`src/hdl/mia_pkg.sv`:
```
// shared types, opcodes and cell arithmetic for the mips integer alu core
// no dependencies
package mia_pkg;

   localparam int unsigned DataWidth   = 32;
   localparam int unsigned CodeWidth   = 6;
   localparam int unsigned StallWidth  = 6;
   localparam int unsigned StatusWidth = 3;
   localparam int unsigned ShiftWidth  = 5;
   localparam int unsigned DivCells    = 32;
   localparam int unsigned MulCells    = 4;
   localparam int unsigned MulSlice    = DataWidth / MulCells;
   localparam int unsigned DepthWidth  = 6;
   localparam int unsigned Depth       = DivCells + 2;
   localparam logic [DataWidth-1:0] AllOnes = '1;

   // immediate class opcodes
   localparam logic [CodeWidth-1:0] OP_ADDI   = 6'h08;
   localparam logic [CodeWidth-1:0] OP_ADDI_U = 6'h09;
   localparam logic [CodeWidth-1:0] OP_SLTI   = 6'h0a;
   localparam logic [CodeWidth-1:0] OP_SLTI_U = 6'h0b;
   localparam logic [CodeWidth-1:0] OP_ANDI   = 6'h0c;
   localparam logic [CodeWidth-1:0] OP_ORI    = 6'h0d;
   localparam logic [CodeWidth-1:0] OP_XORI   = 6'h0e;
   localparam logic [CodeWidth-1:0] OP_LUI    = 6'h0f;
   // function class codes
   localparam logic [CodeWidth-1:0] FN_SLL     = 6'h00;
   localparam logic [CodeWidth-1:0] FN_SRL     = 6'h02;
   localparam logic [CodeWidth-1:0] FN_SRA     = 6'h03;
   localparam logic [CodeWidth-1:0] FN_SLLV    = 6'h04;
   localparam logic [CodeWidth-1:0] FN_SRLV    = 6'h06;
   localparam logic [CodeWidth-1:0] FN_SRAV    = 6'h07;
   localparam logic [CodeWidth-1:0] FN_JR      = 6'h08;
   localparam logic [CodeWidth-1:0] FN_JALR    = 6'h09;
   localparam logic [CodeWidth-1:0] FN_SYSCALL = 6'h0c;
   localparam logic [CodeWidth-1:0] FN_MULT    = 6'h18;
   localparam logic [CodeWidth-1:0] FN_MULTU   = 6'h19;
   localparam logic [CodeWidth-1:0] FN_DIV     = 6'h1a;
   localparam logic [CodeWidth-1:0] FN_DIVU    = 6'h1b;
   localparam logic [CodeWidth-1:0] FN_ADD     = 6'h20;
   localparam logic [CodeWidth-1:0] FN_ADDU    = 6'h21;
   localparam logic [CodeWidth-1:0] FN_SUB     = 6'h22;
   localparam logic [CodeWidth-1:0] FN_SUBU    = 6'h23;
   localparam logic [CodeWidth-1:0] FN_AND     = 6'h24;
   localparam logic [CodeWidth-1:0] FN_OR      = 6'h25;
   localparam logic [CodeWidth-1:0] FN_XOR     = 6'h26;
   localparam logic [CodeWidth-1:0] FN_NOR     = 6'h27;
   localparam logic [CodeWidth-1:0] FN_SLT     = 6'h2a;
   localparam logic [CodeWidth-1:0] FN_SLTU    = 6'h2b;

   localparam logic [StatusWidth-1:0] ST_OK        = 3'd0;
   localparam logic [StatusWidth-1:0] ST_UNDEF     = 3'd1;
   localparam logic [StatusWidth-1:0] ST_SYS_TRAP  = 3'd2;
   localparam logic [StatusWidth-1:0] ST_SYS_NOTED = 3'd3;
   localparam logic [StatusWidth-1:0] ST_DIV_ZERO  = 3'd4;

   localparam logic [0:0] REG_MUL_DELAY = 1'b0;
   localparam logic [0:0] REG_DIV_DELAY = 1'b1;

   // one request as it travels down the row of cells
   typedef struct packed {
      logic                   valid;
      logic                   is_mul;
      logic                   is_div;
      logic                   neg_q;
      logic                   neg_r;
      logic [DataWidth-1:0]   result;
      logic [StallWidth-1:0]  stall;
      logic [StatusWidth-1:0] status;
      logic [DataWidth-1:0]   divisor;
      logic [DataWidth-1:0]   rem;
      logic [DataWidth-1:0]   quo;
      logic [2*DataWidth-1:0] acc;
      logic [DataWidth-1:0]   mul_a;
      logic [DataWidth-1:0]   mul_b;
   } cell_type;

   function automatic logic [DataWidth-1:0] neg32(input logic [DataWidth-1:0] x);
      neg32 = ~x + 1'b1;
   endfunction

endpackage

```
`src/hdl/mia_decode.sv`:
```
// decode stage: results of the simple ops and setup of multiply and divide
// depends on mia_pkg
module mia_decode (
   input  logic                           action,
   input  logic [mia_pkg::CodeWidth-1:0]  code,
   input  logic [mia_pkg::DataWidth-1:0]  operand_a,
   input  logic [mia_pkg::DataWidth-1:0]  operand_b,
   input  logic [mia_pkg::ShiftWidth-1:0] shamt,
   input  logic                           exceptions_disabled,
   input  logic [mia_pkg::StallWidth-1:0] mul_stall,
   input  logic [mia_pkg::StallWidth-1:0] div_stall,
   output mia_pkg::cell_type              item
);
   import mia_pkg::*;

   logic [DataWidth-1:0] a, b, sum, diff, mag_a, mag_b;
   logic                 lts, ltu;
   logic                 signed_op;

   always_comb begin
      a     = operand_a;
      b     = operand_b;
      sum   = a + b;
      diff  = a - b;
      ltu   = a < b;
      lts   = (a ^ 32'h8000_0000) < (b ^ 32'h8000_0000);
      signed_op = (code == FN_MULT) || (code == FN_DIV);
      mag_a = (signed_op && a[DataWidth-1]) ? neg32(a) : a;
      mag_b = (signed_op && b[DataWidth-1]) ? neg32(b) : b;
      item  = '0;
      item.valid  = 1'b1;
      item.result = AllOnes;
      item.status = ST_OK;
      if (!action) begin
         case (code)
            OP_ADDI, OP_ADDI_U: item.result = sum;
            OP_SLTI:   item.result = {31'd0, lts};
            OP_SLTI_U: item.result = {31'd0, ltu};
            OP_ANDI:   item.result = a & b;
            OP_ORI:    item.result = a | b;
            OP_XORI:   item.result = a ^ b;
            OP_LUI:    item.result = b << 16;
            default:   item.status = ST_UNDEF;
         endcase
      end else begin
         case (code)
            FN_SLL:  item.result = b << shamt;
            FN_SRL:  item.result = b >> shamt;
            FN_SRA:  item.result = DataWidth'($signed(b) >>> shamt);
            FN_SLLV: item.result = a << b[ShiftWidth-1:0];
            FN_SRLV: item.result = a >> b[ShiftWidth-1:0];
            FN_SRAV: item.result = DataWidth'($signed(a) >>> b[ShiftWidth-1:0]);
            FN_JR, FN_JALR: item.result = a;
            FN_SYSCALL: item.status = exceptions_disabled ? ST_SYS_NOTED : ST_SYS_TRAP;
            FN_MULT, FN_MULTU: begin
               item.is_mul = 1'b1;
               item.mul_a  = mag_a;
               item.mul_b  = mag_b;
               item.neg_q  = signed_op && (a[DataWidth-1] ^ b[DataWidth-1]);
               item.stall  = mul_stall;
            end
            FN_DIV, FN_DIVU: begin
               if (b == '0) item.status = ST_DIV_ZERO;
               else begin
                  item.is_div  = 1'b1;
                  item.quo     = mag_a;
                  item.divisor = mag_b;
                  item.neg_q   = signed_op && (a[DataWidth-1] ^ b[DataWidth-1]);
                  item.neg_r   = signed_op && a[DataWidth-1];
                  item.stall   = div_stall;
               end
            end
            FN_ADD, FN_ADDU: item.result = sum;
            FN_SUB, FN_SUBU: item.result = diff;
            FN_AND:  item.result = a & b;
            FN_OR:   item.result = a | b;
            FN_XOR:  item.result = a ^ b;
            FN_NOR:  item.result = ~(a | b);
            FN_SLT:  item.result = {31'd0, lts};
            FN_SLTU: item.result = {31'd0, ltu};
            default: item.status = ST_UNDEF;
         endcase
      end
   end
endmodule

```
`config.mk`:
```
export PLATFORM = sky130hd
export DESIGN_NAME = mia_decode
export DESIGN_NICKNAME = d
export VERILOG_FILES = /design/src/hdl/mia_pkg.sv /design/src/hdl/mia_decode.sv
export SDC_FILE = /design/constraint.sdc
export NUM_CORES = 1
export LEC_CHECK = 0
export ABC_AREA = 0
export BUFFER_PORTS_ARGS = -buffer_cell sky130_fd_sc_hd__clkbuf_2
export CAP_MARGIN = 10
export CORE_MARGIN = 1
export CORE_UTILIZATION = 35
export DETAILED_ROUTE_END_ITERATION = 8
export PLACE_DENSITY = 0.55
export SYNTH_ARGS = -nofsm -noshare
export SYNTH_HDL_FRONTEND = slang
export SYNTH_SLANG_ARGS = --single-unit
```
`constraint.sdc`:
```
create_clock -name vclk -period 10.2
set_input_delay 1.02 -clock vclk [all_inputs]
set_output_delay 1.02 -clock vclk [all_outputs]
set_load 0.005 [all_outputs]
```
==> results_dict.tcl <==
set metrics [dict create \
    status "complete, no violations" \
    seq_cell_count 0 \
    slew_headroom 0.170 \
    worst_path_dominant_cell_family "simple AND/OR/NAND/NOR gates" \
    post-dp-hpwl_microns 92000 \
    layout.area.seq_sq_um 0 \
    tightest_slew_ns 1.24 \
    min_from "div_stall[0]" \
    cpPeakStageDelay_ns 0.65 \
    multiInputGateArea_sq_um 16100 \
    ant_nets 0 \
    placement.io_buffers 262 \
    nets 2909 \
    period_minus_slack_ns 6.75 \
    die_area_sq_um 52600 \
    core-area_sq_um 50600 \
    drcViolationCount 0 \
    drive_gt1_frac 0.186 \
    firstDrtPassIters 9 \
    cpMostUsedCell "buf_4" \
    setup_violations 0 \
    critPathArrivalTime_ns 5.73 \
    vias 23600 \
    period_share 0.662 \
    startpoint "operand_b[0]" \
    yosys.cell_types.count 94 \
    synth_area_sq_um 18100 \
    grt_antenna_before_repair 8 \
    hold_ws_ns 2.36 \
    critPathRequiredTime_ns 9.18 \
    nClkBuffers 0 \
    cts.repair.resized 0 \
    hold_viol_final 0 \
    drv_slew 0 \
    cts_hold_buf 0 \
    first_iter_violations 3922 \
    area_growth_pct 5.87 \
    max_cap_violations 0 \
    die_h_microns 229 \
    postCtsSetupRepairBufs 0 \
    grt-ovfl-total 0 \
    cp-start-kind "primary input" \
    io_pins 359 \
    grt_pass1_vias 21100 \
    initial_core_util 0.357 \
    syn_inst 2667 \
    crit_type "primary input to output pin" \
    rows 82 \
    avgSynthCellArea_sq_um 6.78 \
    grt_max_degree 69 \
    hold_path.class "primary input to output pin" \
    nFillCells 5552 \
    path_max_fanout 67 \
    ys_seq_area_frac 0 \
    fin_setup_tns_ns 0 \
    slowest_stage "or3_1" \
    gp_congestion 1.10 \
    rsz0062_at_grt "no" \
    totalWireLength_microns 120000 \
    crit_buf_inv 5 \
    clock.fmax_mhz 148 \
    grt_pass1_wl_microns 165000 \
    grtUsageTotal 0.433 \
    yosys_warnings 0 \
    post_drt_wl_per_cell_microns 35.4 \
    layout_common_cells "nor2_1, clkbuf_2, nand2_1, a21oi_1, o21ai_0" \
    layout_commonest_cell "nor2_1" \
    die_w_microns 229 \
    critPathCaptureType "output pin" \
    cp_cell_sequence "buf_4 > inv_2 > buf_4 > ha_1 > nand4_1 > nor4_2 > and2_1 > nand2_1 > or3_1 > nand3_2 > buf_4 > a21oi_1 > clkbuf_2" \
    viasPerCell 6.95 \
]
[per-layer routing]
metal / routed length [microns] / part of all wire / track usage
met2: 49800 / 0.42 / 0.626
met5: 53 / 0.00044 / 0
met1: 47100 / 0.39 / 0.579
met4: 8730 / 0.073 / 0.255
met3: 14300 / 0.12 / 0.104
[stage by stage]
step           area [sq um]  instances   util  setup WS, ns
4_1_cts               19100       3387  0.378          3.60
3_5_place_dp          19100       3387  0.378          3.60
3_3_place_gp          19100       3387  0.378          3.69
6_report              19100       3389  0.378          3.45
2_1_floorplan         18400       2762      -          4.63
5_1_grt               19100       3387  0.378          3.37
[worst paths after layout]
path        end  slack, ns  depth (start not counted)
max   item[266]       3.45                         13
min   item[227]       2.36                          4
[cells in the mapped netlist (all sizes together), types with 28 or more instances]
| cell | count | area share |
|---|---|---|
| nor3 | 62 | 0.018 |
| nor2 | 391 | 0.081 |
| o21ai | 170 | 0.047 |
| nand2 | 241 | 0.050 |
| a31oi | 45 | 0.016 |
| nand3 | 54 | 0.015 |
| a211oi | 53 | 0.022 |
| o22ai | 28 | 0.0097 |
| xnor2 | 89 | 0.043 |
| inv | 113 | 0.023 |
| nor4 | 30 | 0.014 |
| nand2b | 28 | 0.0097 |
| o211ai | 56 | 0.023 |
| clkbuf | 139 | 0.029 |
| mux4 | 106 | 0.13 |
| ha | 101 | 0.070 |
| mux2i | 127 | 0.070 |
| a21oi | 198 | 0.055 |
| buf | 225 | 0.078 |
[cell families (layout without fill, tap and decap cells)]
group	after synthesis	count (layout)	share of synthesized area
compound gates	802	802	0.295
fa+ha+maj	103	103	0.0721
simple gates	925	925	0.236
buf+inv	479	432	0.131
xor+xnor	96	96	0.0465
other cells	2	99	0.000415
mux	260	260	0.219
[area by class of cell]
class,instances,share of cell area
Multi-Input combinational cell,2283,0.843
Tap cell,672,0.0439
Antenna cell,2,0.000262
Inverter,115,0.0226
Timing Repair Buffer,317,0.0907
