<file path="config.mk">
export PLATFORM = sky130hd
export DESIGN_NAME = mia_cell
export DESIGN_NICKNAME = d
export VERILOG_FILES = /design/src/hdl/mia_pkg.sv /design/src/hdl/mia_cell.sv
export SDC_FILE = /design/constraint.sdc
export NUM_CORES = 1
export LEC_CHECK = 0
export BUFFER_PORTS_ARGS = -buffer_cell sky130_fd_sc_hd__buf_2
export CORE_ASPECT_RATIO = 1.2
export CORE_MARGIN = 2
export CORE_UTILIZATION = 46
export DETAILED_ROUTE_END_ITERATION = 7
export PLACE_DENSITY = 0.66
export SLEW_MARGIN = 20
export SYNTH_ARGS = -nofsm -noshare
export SYNTH_HDL_FRONTEND = slang
export SYNTH_SLANG_ARGS = --single-unit
</file>
<file path="constraint.sdc">
create_clock -name clock -period 18.68 [get_ports clock]
set_input_delay 3.736 -clock clock [delete_from_list [all_inputs] [get_ports clock]]
set_output_delay 3.736 -clock clock [all_outputs]
set_load 0.005 [all_outputs]
</file>
<file path="src/hdl/mia_pkg.sv">
// shared types, opcodes and cell arithmetic for the mips integer alu core
// no dependencies
package mia_pkg;

   localparam int unsigned DataWidth   = 32;
   localparam int unsigned CodeWidth   = 6;
   localparam int unsigned StallWidth  = 6;
   localparam int unsigned StatusWidth = 3;
   localparam int unsigned ShiftWidth  = 5;
   localparam int unsigned DivCells    = 32;
   localparam int unsigned MulCells    = 4;
   localparam int unsigned MulSlice    = DataWidth / MulCells;
   localparam int unsigned DepthWidth  = 6;
   localparam int unsigned Depth       = DivCells + 2;
   localparam logic [DataWidth-1:0] AllOnes = '1;

   // immediate class opcodes
   localparam logic [CodeWidth-1:0] OP_ADDI   = 6'h08;
   localparam logic [CodeWidth-1:0] OP_ADDI_U = 6'h09;
   localparam logic [CodeWidth-1:0] OP_SLTI   = 6'h0a;
   localparam logic [CodeWidth-1:0] OP_SLTI_U = 6'h0b;
   localparam logic [CodeWidth-1:0] OP_ANDI   = 6'h0c;
   localparam logic [CodeWidth-1:0] OP_ORI    = 6'h0d;
   localparam logic [CodeWidth-1:0] OP_XORI   = 6'h0e;
   localparam logic [CodeWidth-1:0] OP_LUI    = 6'h0f;
   // function class codes
   localparam logic [CodeWidth-1:0] FN_SLL     = 6'h00;
   localparam logic [CodeWidth-1:0] FN_SRL     = 6'h02;
   localparam logic [CodeWidth-1:0] FN_SRA     = 6'h03;
   localparam logic [CodeWidth-1:0] FN_SLLV    = 6'h04;
   localparam logic [CodeWidth-1:0] FN_SRLV    = 6'h06;
   localparam logic [CodeWidth-1:0] FN_SRAV    = 6'h07;
   localparam logic [CodeWidth-1:0] FN_JR      = 6'h08;
   localparam logic [CodeWidth-1:0] FN_JALR    = 6'h09;
   localparam logic [CodeWidth-1:0] FN_SYSCALL = 6'h0c;
   localparam logic [CodeWidth-1:0] FN_MULT    = 6'h18;
   localparam logic [CodeWidth-1:0] FN_MULTU   = 6'h19;
   localparam logic [CodeWidth-1:0] FN_DIV     = 6'h1a;
   localparam logic [CodeWidth-1:0] FN_DIVU    = 6'h1b;
   localparam logic [CodeWidth-1:0] FN_ADD     = 6'h20;
   localparam logic [CodeWidth-1:0] FN_ADDU    = 6'h21;
   localparam logic [CodeWidth-1:0] FN_SUB     = 6'h22;
   localparam logic [CodeWidth-1:0] FN_SUBU    = 6'h23;
   localparam logic [CodeWidth-1:0] FN_AND     = 6'h24;
   localparam logic [CodeWidth-1:0] FN_OR      = 6'h25;
   localparam logic [CodeWidth-1:0] FN_XOR     = 6'h26;
   localparam logic [CodeWidth-1:0] FN_NOR     = 6'h27;
   localparam logic [CodeWidth-1:0] FN_SLT     = 6'h2a;
   localparam logic [CodeWidth-1:0] FN_SLTU    = 6'h2b;

   localparam logic [StatusWidth-1:0] ST_OK        = 3'd0;
   localparam logic [StatusWidth-1:0] ST_UNDEF     = 3'd1;
   localparam logic [StatusWidth-1:0] ST_SYS_TRAP  = 3'd2;
   localparam logic [StatusWidth-1:0] ST_SYS_NOTED = 3'd3;
   localparam logic [StatusWidth-1:0] ST_DIV_ZERO  = 3'd4;

   localparam logic [0:0] REG_MUL_DELAY = 1'b0;
   localparam logic [0:0] REG_DIV_DELAY = 1'b1;

   // one request as it travels down the row of cells
   typedef struct packed {
      logic                   valid;
      logic                   is_mul;
      logic                   is_div;
      logic                   neg_q;
      logic                   neg_r;
      logic [DataWidth-1:0]   result;
      logic [StallWidth-1:0]  stall;
      logic [StatusWidth-1:0] status;
      logic [DataWidth-1:0]   divisor;
      logic [DataWidth-1:0]   rem;
      logic [DataWidth-1:0]   quo;
      logic [2*DataWidth-1:0] acc;
      logic [DataWidth-1:0]   mul_a;
      logic [DataWidth-1:0]   mul_b;
   } cell_type;

   function automatic logic [DataWidth-1:0] neg32(input logic [DataWidth-1:0] x);
      neg32 = ~x + 1'b1;
   endfunction

endpackage

</file>
<file path="src/hdl/mia_cell.sv">
// one cell of the row: a divide step and a multiply partial product
// depends on mia_pkg
module mia_cell (
   input  logic                           clock,
   input  logic                           reset,
   input  logic                           enable,
   input  logic [mia_pkg::DepthWidth-1:0] index,
   input  mia_pkg::cell_type              prev,
   output mia_pkg::cell_type              curr
);
   import mia_pkg::*;

   cell_type               curr_ff, curr_in;
   logic [DataWidth:0]     trial;
   logic [DataWidth-1:0]   shifted;
   logic [MulSlice+DataWidth-1:0] part;
   logic [1:0]             slice;

   // one restoring divide step plus one slice of the multiply
   always_comb begin
      curr_in = prev;
      shifted = {prev.rem[DataWidth-2:0], prev.quo[DataWidth-1]};
      trial   = {1'b0, shifted} - {1'b0, prev.divisor};
      if (prev.is_div && index < DepthWidth'(DivCells)) begin
         if (!trial[DataWidth] || prev.rem[DataWidth-1]) begin
            curr_in.rem = trial[DataWidth-1:0];
            curr_in.quo = {prev.quo[DataWidth-2:0], 1'b1};
         end else begin
            curr_in.rem = shifted;
            curr_in.quo = {prev.quo[DataWidth-2:0], 1'b0};
         end
      end
      slice = index[1:0];
      part  = prev.mul_a * prev.mul_b[slice*MulSlice +: MulSlice];
      if (prev.is_mul && index < DepthWidth'(MulCells))
         curr_in.acc = prev.acc + ({{DataWidth-MulSlice{1'b0}}, part} << (slice*MulSlice));
   end

   // hand over to the next cell
   always_ff @(posedge clock) begin
      if (reset)
         curr_ff.valid <= 1'b0;
      else if (enable)
         curr_ff.valid <= curr_in.valid;
      if (enable) begin
         curr_ff.is_mul  <= curr_in.is_mul;
         curr_ff.is_div  <= curr_in.is_div;
         curr_ff.neg_q   <= curr_in.neg_q;
         curr_ff.neg_r   <= curr_in.neg_r;
         curr_ff.result  <= curr_in.result;
         curr_ff.stall   <= curr_in.stall;
         curr_ff.status  <= curr_in.status;
         curr_ff.divisor <= curr_in.divisor;
         curr_ff.rem     <= curr_in.rem;
         curr_ff.quo     <= curr_in.quo;
         curr_ff.acc     <= curr_in.acc;
         curr_ff.mul_a   <= curr_in.mul_a;
         curr_ff.mul_b   <= curr_in.mul_b;
      end
   end

   assign curr = curr_ff;
endmodule

</file>
==> summary.txt, run 1 <==
Run status
  • Outcome: completed

Drt
  • Met3 wire length: 6.10 mm
  • 1st-iter DRT viols: 1,582
  • Post-route antenna net violation count: 0
  • Top layer in use: met5
  • M1 wire length: 29.9 mm
  • Wirelength per Cell: 21.2 um
  • Vias per std cell: 5.52
  • Vias post-DR: 20,700
  • DR DRC count: 0
  • Final Routed Wirelength: 79.6 mm
  • Met2 wire len: 40.2 mm
  • First-pass DRT Iterations: 5

CTS
  • H-tree Lvls: 1
  • CTS buffer count: 30
  • Worst skew pair latency: 0.58 ns
  • Sink Count: 270
  • CTS Root Cell: clkbuf_16
  • CTS Buffer Depth: 3
  • CTS resizes: 0
  • Clock Pin Slew Worst Setup and Hold Paths: 0.06 ns
  • Number of post-CTS setup repair buffers: 0
  • CTS tree: done
  • Hold bufs inserted after CTS: 0

STA
  • Final TNS setup: 0 ns
  • Hold_ws: 0.510 ns
  • Least-Margin Pin Slew: 1.08 ns
  • RSZ-0062 raised after global routing: false
  • Final setup viols: 0
  • Worst slew margin: 27.5%
  • Final min period: 13.24 ns
  • Slew Viols, Final: 0
  • Fmax: 0.0755 GHz
  • Final hold violations: 0
  • Final Cycle Share: 70.9%
  • Clock skew: 0 ns

Setup path
  • Origin of the worst setup path: index[0]
  • CP dominant cell by count: fa_1
  • Critical Path Max Stage Delay: 0.89 ns
  • Worst r2r src: curr[269]
  • CP Data Arrival Time: 13.55 ns
  • Worst Path Max Fanout: 39
  • Data required, critical path: 18.99 ns
  • Crit end category: flip-flop
  • CP Launch Type: primary input
  • CP max stage cell: mux4_2
  • Crit path kind: primary input to flip-flop

Yosys
  • Yosys synthesis warning count: 0
  • Count of cell types in the netlist: 89
  • Sequential share of the synthesized area: 33.3%
  • Cells after Synth: 2,530
  • Number of synthesized flops with an enable pin: 269
  • Syn Nets: 3,146
  • Asr flop ratio synth: 0%
  • Avg Inst Size Synth: 9.61 um^2
  • Mapped Area: 24,300 um^2
  • Post-synth top flop: edfxtp_1
  • Synthesized flop and latch total: 270

Cells and area
  • Multi-input gate area: 14,900 um^2
  • Nets@finish: 3,622
  • Register area: 8100 um^2
  • Area grow syn2layout: 17.7%
  • Share of layout cells above drive strength 1: 21.6%
  • Largest register FFs: 270
  • Non-Filler Instances: 3,746
  • Fillers: 4,774

Die
  • Site Rows: 92
  • Total die area: 54,700 um^2
  • Core area: 52,400 um^2
  • Die X: 214 um
  • Die height: 256 um
  • Initial core utilization: 46.4%
  • Io pins: 549

Power
  • Switching Power: 0.00339 W
  • Comb pwr share: 78.7%
  • Internal Power: 0.00298 W
  • Leakage: 13.5 nW
  • Sw Share: 53.2%
  • Clock power frac: 9.5%
  • VDD IR max: 0.000151 V
  • Flop pwr share: 11.8%
  • PD cells: 222 nW/um^2
  • Tot Pwr: 0.00636 W

Placed design
  • Number of I/O port buffers: 548
  • Global placement routability congestion: 0.955
  • HPWL after detailed placement: 64.3 mm
  • Dpl cells: 3,679

GRT
  • First-pass GRT wire length: 120 mm
  • Antenna violations before repair: 20
  • Largest net degree at the start of global routing: 169
  • Vias in the first global route: 20,900
  • All-Layer GR Usage: 28.4%
  • Total grt overflow: 0

Run
  • Max-cap viol count: 0

Worst hold path
  • Hold crit path type: flip-flop to flip-flop
  • Hold Startpoint: curr[269]
[worst max-delay path, delay by kind of cell]
kind / cells / cell delay [ns]
AOI/OAI and AO/OA: 10 / 2.49
xor gates and xnor gates: 1 / 0.18
adders and majority gates: 6 / 2.88
buffers and inverters: 4 / 0.61
muxes: 2 / 1.04
and+or+nand+nor: 10 / 2.56
[placed cells by master (no fill, tap or decap), types with 7 or more instances in the layout]
| cell | n |
|---|---|
| a211oi_1 | 9 |
| a21boi_0 | 7 |
| a21o_1 | 98 |
| a21oi_1 | 131 |
| a31oi_1 | 41 |
| and2_1 | 218 |
| and3_1 | 25 |
| buf_2 | 547 |
| clkbuf_16 | 31 |
| clkinv_2 | 8 |
| diode_2 | 11 |
| edfxtp_1 | 269 |
| fa_1 | 182 |
| ha_1 | 155 |
| inv_1 | 248 |
| mux2_2 | 8 |
| mux2i_1 | 18 |
| mux4_2 | 8 |
| nand2_1 | 340 |
| nand2b_1 | 16 |
| nand3_1 | 37 |
| nand4_1 | 22 |
| nor2_1 | 117 |
| nor2b_1 | 17 |
| nor3_1 | 16 |
| nor4_1 | 7 |
| o21a_1 | 15 |
| o21ai_0 | 126 |
| o21ai_1 | 17 |
| o21bai_1 | 18 |
| o31ai_1 | 8 |
| or3_1 | 9 |
| xnor2_1 | 68 |
| xor2_1 | 48 |
[per-layer routing]
metal  vias to the layer above  track usage [%]
met3                       163             5.55
met1                     10100             33.7
met2                       743             49.8
li1                       9699                -
met4                        12             12.2
met5                         -                0
[layout make-up]
| class | count | area share [%] |
|---|---|---|
| Clock buffer | 33 | 2.74 |
| Timing Repair Buffer | 555 | 9.84 |
| Clock inverter | 23 | 0.743 |
| Inverter | 248 | 3.25 |
| Sequential cell | 270 | 28.3 |
| Multi-Input combinational cell | 1901 | 52.0 |
| Tap cell | 705 | 3.08 |
| Antenna cell | 11 | 0.0962 |
[stage by stage]
step	area, um^2	setup slack (ns)	util (%)
floorplan	24300	6.62	-
finish	28600	5.44	54.6
global placement	27600	5.00	52.7
detailed placement	27600	4.92	52.7
CTS	28600	5.52	54.6
global route	28600	4.90	54.6
[synthesized netlist by cell type (all sizes together) (4+ instances only)]
cell type	instances	area, um^2
nand2	341	1280
nor2b	18	113
or2	8	50.1
and2	218	1360
mux4	8	180
a31oi	43	275
a311oi	8	82.6
a211oi	10	80.1
and3	25	156
a221oi	4	41.3
xnor2	68	596
nand4	22	138
o21bai	18	135
nand3	37	185
nor4	8	56.3
o21ai	144	724
a32oi	4	35.0
inv	248	931
mux2i	18	180
fa	182	3640
xor2	48	420
a21oi	133	673
a31o	6	52.6
or3	9	56.3
buf	20	98.8
o21a	16	121
a21o	98	736
o22ai	4	25.0
a41oi	5	51.3
nor3	18	100
and4	6	52.6
nand2b	17	106
nor2	118	445
ha	155	1940
clkbuf	91	343
or4	4	30.0
o31ai	11	97.6
o211ai	6	45.0
edfxtp	269	8080
a21boi	8	60.1
mux2	8	90.1
[power groups by stage]
stage	registers, W	clock network, W	logic (W)
after floorplan	0.000768	0	0.00355
after global placement	0.000762	0	0.00496
after detailed placement	0.000763	0	0.00495
after CTS	0.000751	0.000619	0.00498
after global routing	0.000755	0.000638	0.00548
final	0.000750	0.000603	0.00501
[final timing paths]
check              endpoint  slack [ns]  depth (start not counted)
setup / recovery  curr[124]        5.44                         33
hold / removal    curr[269]        0.51                          2
setup reg to reg  curr[269]       18.09                          2
hold reg to reg   curr[269]        0.51                          2
[logic make-up (layout without fill, tap and decap cells)]
| family | Yosys count | after routing | share of synthesized area [%] |
|---|---|---|---|
| AND/OR/NAND/NOR | 860 | 860 | 17.4 |
| AO/OA/AOI/OAI | 554 | 554 | 14.7 |
| buffers and inverters | 359 | 859 | 5.64 |
| adder cells (fa/ha/maj) | 337 | 337 | 23.0 |
| flip-flops | 270 | 270 | 33.3 |
| XOR/XNOR | 116 | 116 | 4.18 |
| multiplexers | 34 | 34 | 1.85 |
| other | 0 | 11 | 0 |
Power figures use the tool's default switching activity.
==> run 2, diff against run 1 <==
clock period = 12.8 ns   (was 18.68 ns; I/O delays follow)
==> run 2 against run 1 <==
Net effect: critical endpoint is now curr[120]; critical path type unchanged; count of clock-buffer cells in the layout rose by 3; largest cell class unchanged; flip-flop and latch count did not move; routed wire length rose by 0.72%; via count rose by 0.71%; sequential share of layout area barely moved; setup slack got worse by 4.3 ns; hold slack improved by 0.012 ns; design area rose by 0.15%; first-iteration DRC count rose by 0.76%.
==> summary.txt, run 2 (synthesis gave the netlist of run 1 again) <==
Cells and area
  • Area grow syn2layout: 17.9% (was 17.7%)
  • Leading cell types in the layout, fill and taps excluded: buf_2 (547), nand2_1 (340), edfxtp_1 (269) (unchanged)
  • Nets@finish: 3,623 (was 3,622)
  • Non-Filler Instances: 3,747 (was 3,746)
  • Largest register FFs: 270 (unchanged)
  • Share of layout cells above drive strength 1: 21.5% (was 21.6%)
  • Most common cell after layout, fill and taps aside: buf_2 (unchanged)

Drt
  • Post-route antenna net violation count: 0 (unchanged)
  • 1st-iter DRT viols: 1,594 (was 1,582)
  • DR DRC count: 0 (unchanged)
  • Final Routed Wirelength: 80.2 mm (was 79.6 mm)
  • First-pass DRT Iterations: 6 (was 5)
  • Vias per std cell: 5.56 (was 5.52)
  • Wirelength per Cell: 21.4 um (was 21.2 um)
  • Vias post-DR: 20,800 (was 20,700)

Setup path
  • CP Launch Type: primary input (unchanged)
  • Worst r2r src: curr[269] (unchanged)
  • Data required, critical path: 13.10 ns (was 18.99 ns)
  • CP dominant cell by count: fa_1 (unchanged)
  • Reg2Reg Setup Slack: 12.20 ns (was 18.09 ns)
  • CP Data Arrival Time: 11.92 ns (was 13.55 ns)
  • Critical Path Max Stage Delay: 0.86 ns (was 0.89 ns)
  • CP max stage cell: mux4_2 (unchanged)
  • Worst-case reg-to-reg path depth: 2 (unchanged)
  • Worst Path Max Fanout: 32 (was 39)
  • Crit path kind: primary input to flip-flop (unchanged)
  • Family with the most delay on the worst path: adder cells (unchanged)
  • Worst R2R End: curr[269] (unchanged)
  • Worst path bufs/invs: 3 (was 4)
  • Crit end category: flip-flop (unchanged)

Worst hold path
  • WHS Path Cells: 2 (unchanged)
  • Hold Startpoint: curr[269] (unchanged)
  • Hold crit path type: flip-flop to flip-flop (unchanged)
  • Min-Delay Endpoint: curr[269] (unchanged)

Die
  • Initial core utilization: 46.4% (unchanged)
  • Core area: 52,400 um^2 (unchanged)
  • Site Rows: 92 (unchanged)
  • Die height: 256 um (unchanged)
  • Total die area: 54,700 um^2 (unchanged)
  • Die X: 214 um (unchanged)
  • Io pins: 549 (unchanged)

STA
  • Fmax: 0.0861 GHz
  • Final TNS setup: 0 ns (unchanged)
  • Clock skew: 0 ns (unchanged)
  • RSZ-0062 raised after global routing: false (unchanged)
  • Least-Margin Pin Slew: 1.07 ns (was 1.08 ns)
  • Final min period: 11.62 ns
  • Final Cycle Share: 90.8%
  • Slew Viols, Final: 0 (unchanged)
  • Final setup viols: 0 (unchanged)
  • Worst slew margin: 28.4% (was 27.5%)
  • Final hold violations: 0 (unchanged)

Placed design
  • HPWL after detailed placement: 64.1 mm (was 64.3 mm)
  • Dpl cells: 3,680 (was 3,679)
  • Number of I/O port buffers: 548 (unchanged)
  • Global placement routability congestion: 0.941 (was 0.955)

GRT
  • First-pass GRT wire length: 121 mm (was 120 mm)
  • Largest net degree at the start of global routing: 170 (was 169)
  • Vias in the first global route: 20,700 (was 20,900)
  • Total grt overflow: 0 (unchanged)
  • Antenna violations before repair: 21 (was 20)
  • All-Layer GR Usage: 28.7% (was 28.4%)

CTS
  • Hold bufs inserted after CTS: 0 (unchanged)
  • Number of post-CTS setup repair buffers: 0 (unchanged)
  • CTS buffer count: 30 (unchanged)
  • CTS Root Cell: clkbuf_16 (unchanged)
  • H-tree Lvls: 1 (unchanged)
  • CTS tree: done (unchanged)
  • Clock Pin Slew Worst Setup and Hold Paths: 0.06 ns (about the same)
  • CTS resizes: 0 (unchanged)
  • Worst skew pair latency: 0.59 ns (was 0.58 ns)
  • Sink Count: 270 (unchanged)
  • CTS Buffer Depth: 3 (unchanged)

Run status
  • Outcome: completed (unchanged)

Run
  • Max-cap viol count: 0 (unchanged)
==> run 2: cell types whose count changed in the layout (fill, tap and decap cells not counted) <==
| cell | previous run | this run |
|---|---|---|
| clkbuf_1 | 2 | 5 |
| clkinv_2 | 8 | 5 |
| clkinvlp_4 | 4 | 1 |
| bufinv_16 | 3 | 5 |
| buf_4 | 6 | 7 |
| clkinv_1 | 4 | 5 |
| clkinv_4 | 1 | 2 |
| inv_8 | 1 | 0 |
==> run 2: metrics by stage <==
stage | utilization, % | instance area (um^2) | hold WS (ns) | worst slack, ns
floorplan | - | 24300 | 0.485 | 1.92
global placement | 52.7 | 27600 | 0.481 | 0.834
detailed placement | 52.7 | 27600 | 0.514 | 0.728
CTS | 54.7 | 28600 | 0.528 | 1.30
global route | 54.7 | 28700 | 0.573 | 0.775
finish | 54.7 | 28700 | 0.522 | 1.18
==> run 2: layout make-up <==
class	count	area [um^2]
clock buffers	36	795
diodes	11	27.5
fillers	4717	23700
multi-input cells	1901	14900
repair buffers	556	2830
clock inverters	20	236
flip-flops and latches	270	8100
well taps	705	882
inverters	248	931
==> run 2: per-layer routing <==
layer / vias up / track usage (%) / wire length (um)
met1: 10100 / 34.0 / 30000
met4: 10 / 12.5 / 3660
met5: - / 0 / 57
met2: 812 / 49.5 / 39800
met3: 189 / 6.42 / 6680
li1: 9685 / - / -
==> run 2: how the worst max path moves through the flow <==
| stage | cells after the start | startpoint | end |
|---|---|---|---|
| after global routing | 32 | index[0] | curr[120] |
| after CTS | 32 | index[0] | curr[120] |
| after floorplan | 34 | index[1] | curr[122] |
| final | 32 | index[0] | curr[120] |
| after global placement | 32 | index[0] | curr[125] |
| after detailed placement | 32 | index[0] | curr[124] |
==> run 2: worst min-delay path, cell delays in order (launching register included) <==
cell and delay (ns):
dfxtp_1 0.34, mux2i_1 0.07, nor2_1 0.08
Power of run 2 is not shown: default switching activity piles up to over one toggle a cycle in this logic, so the estimate is an artifact.
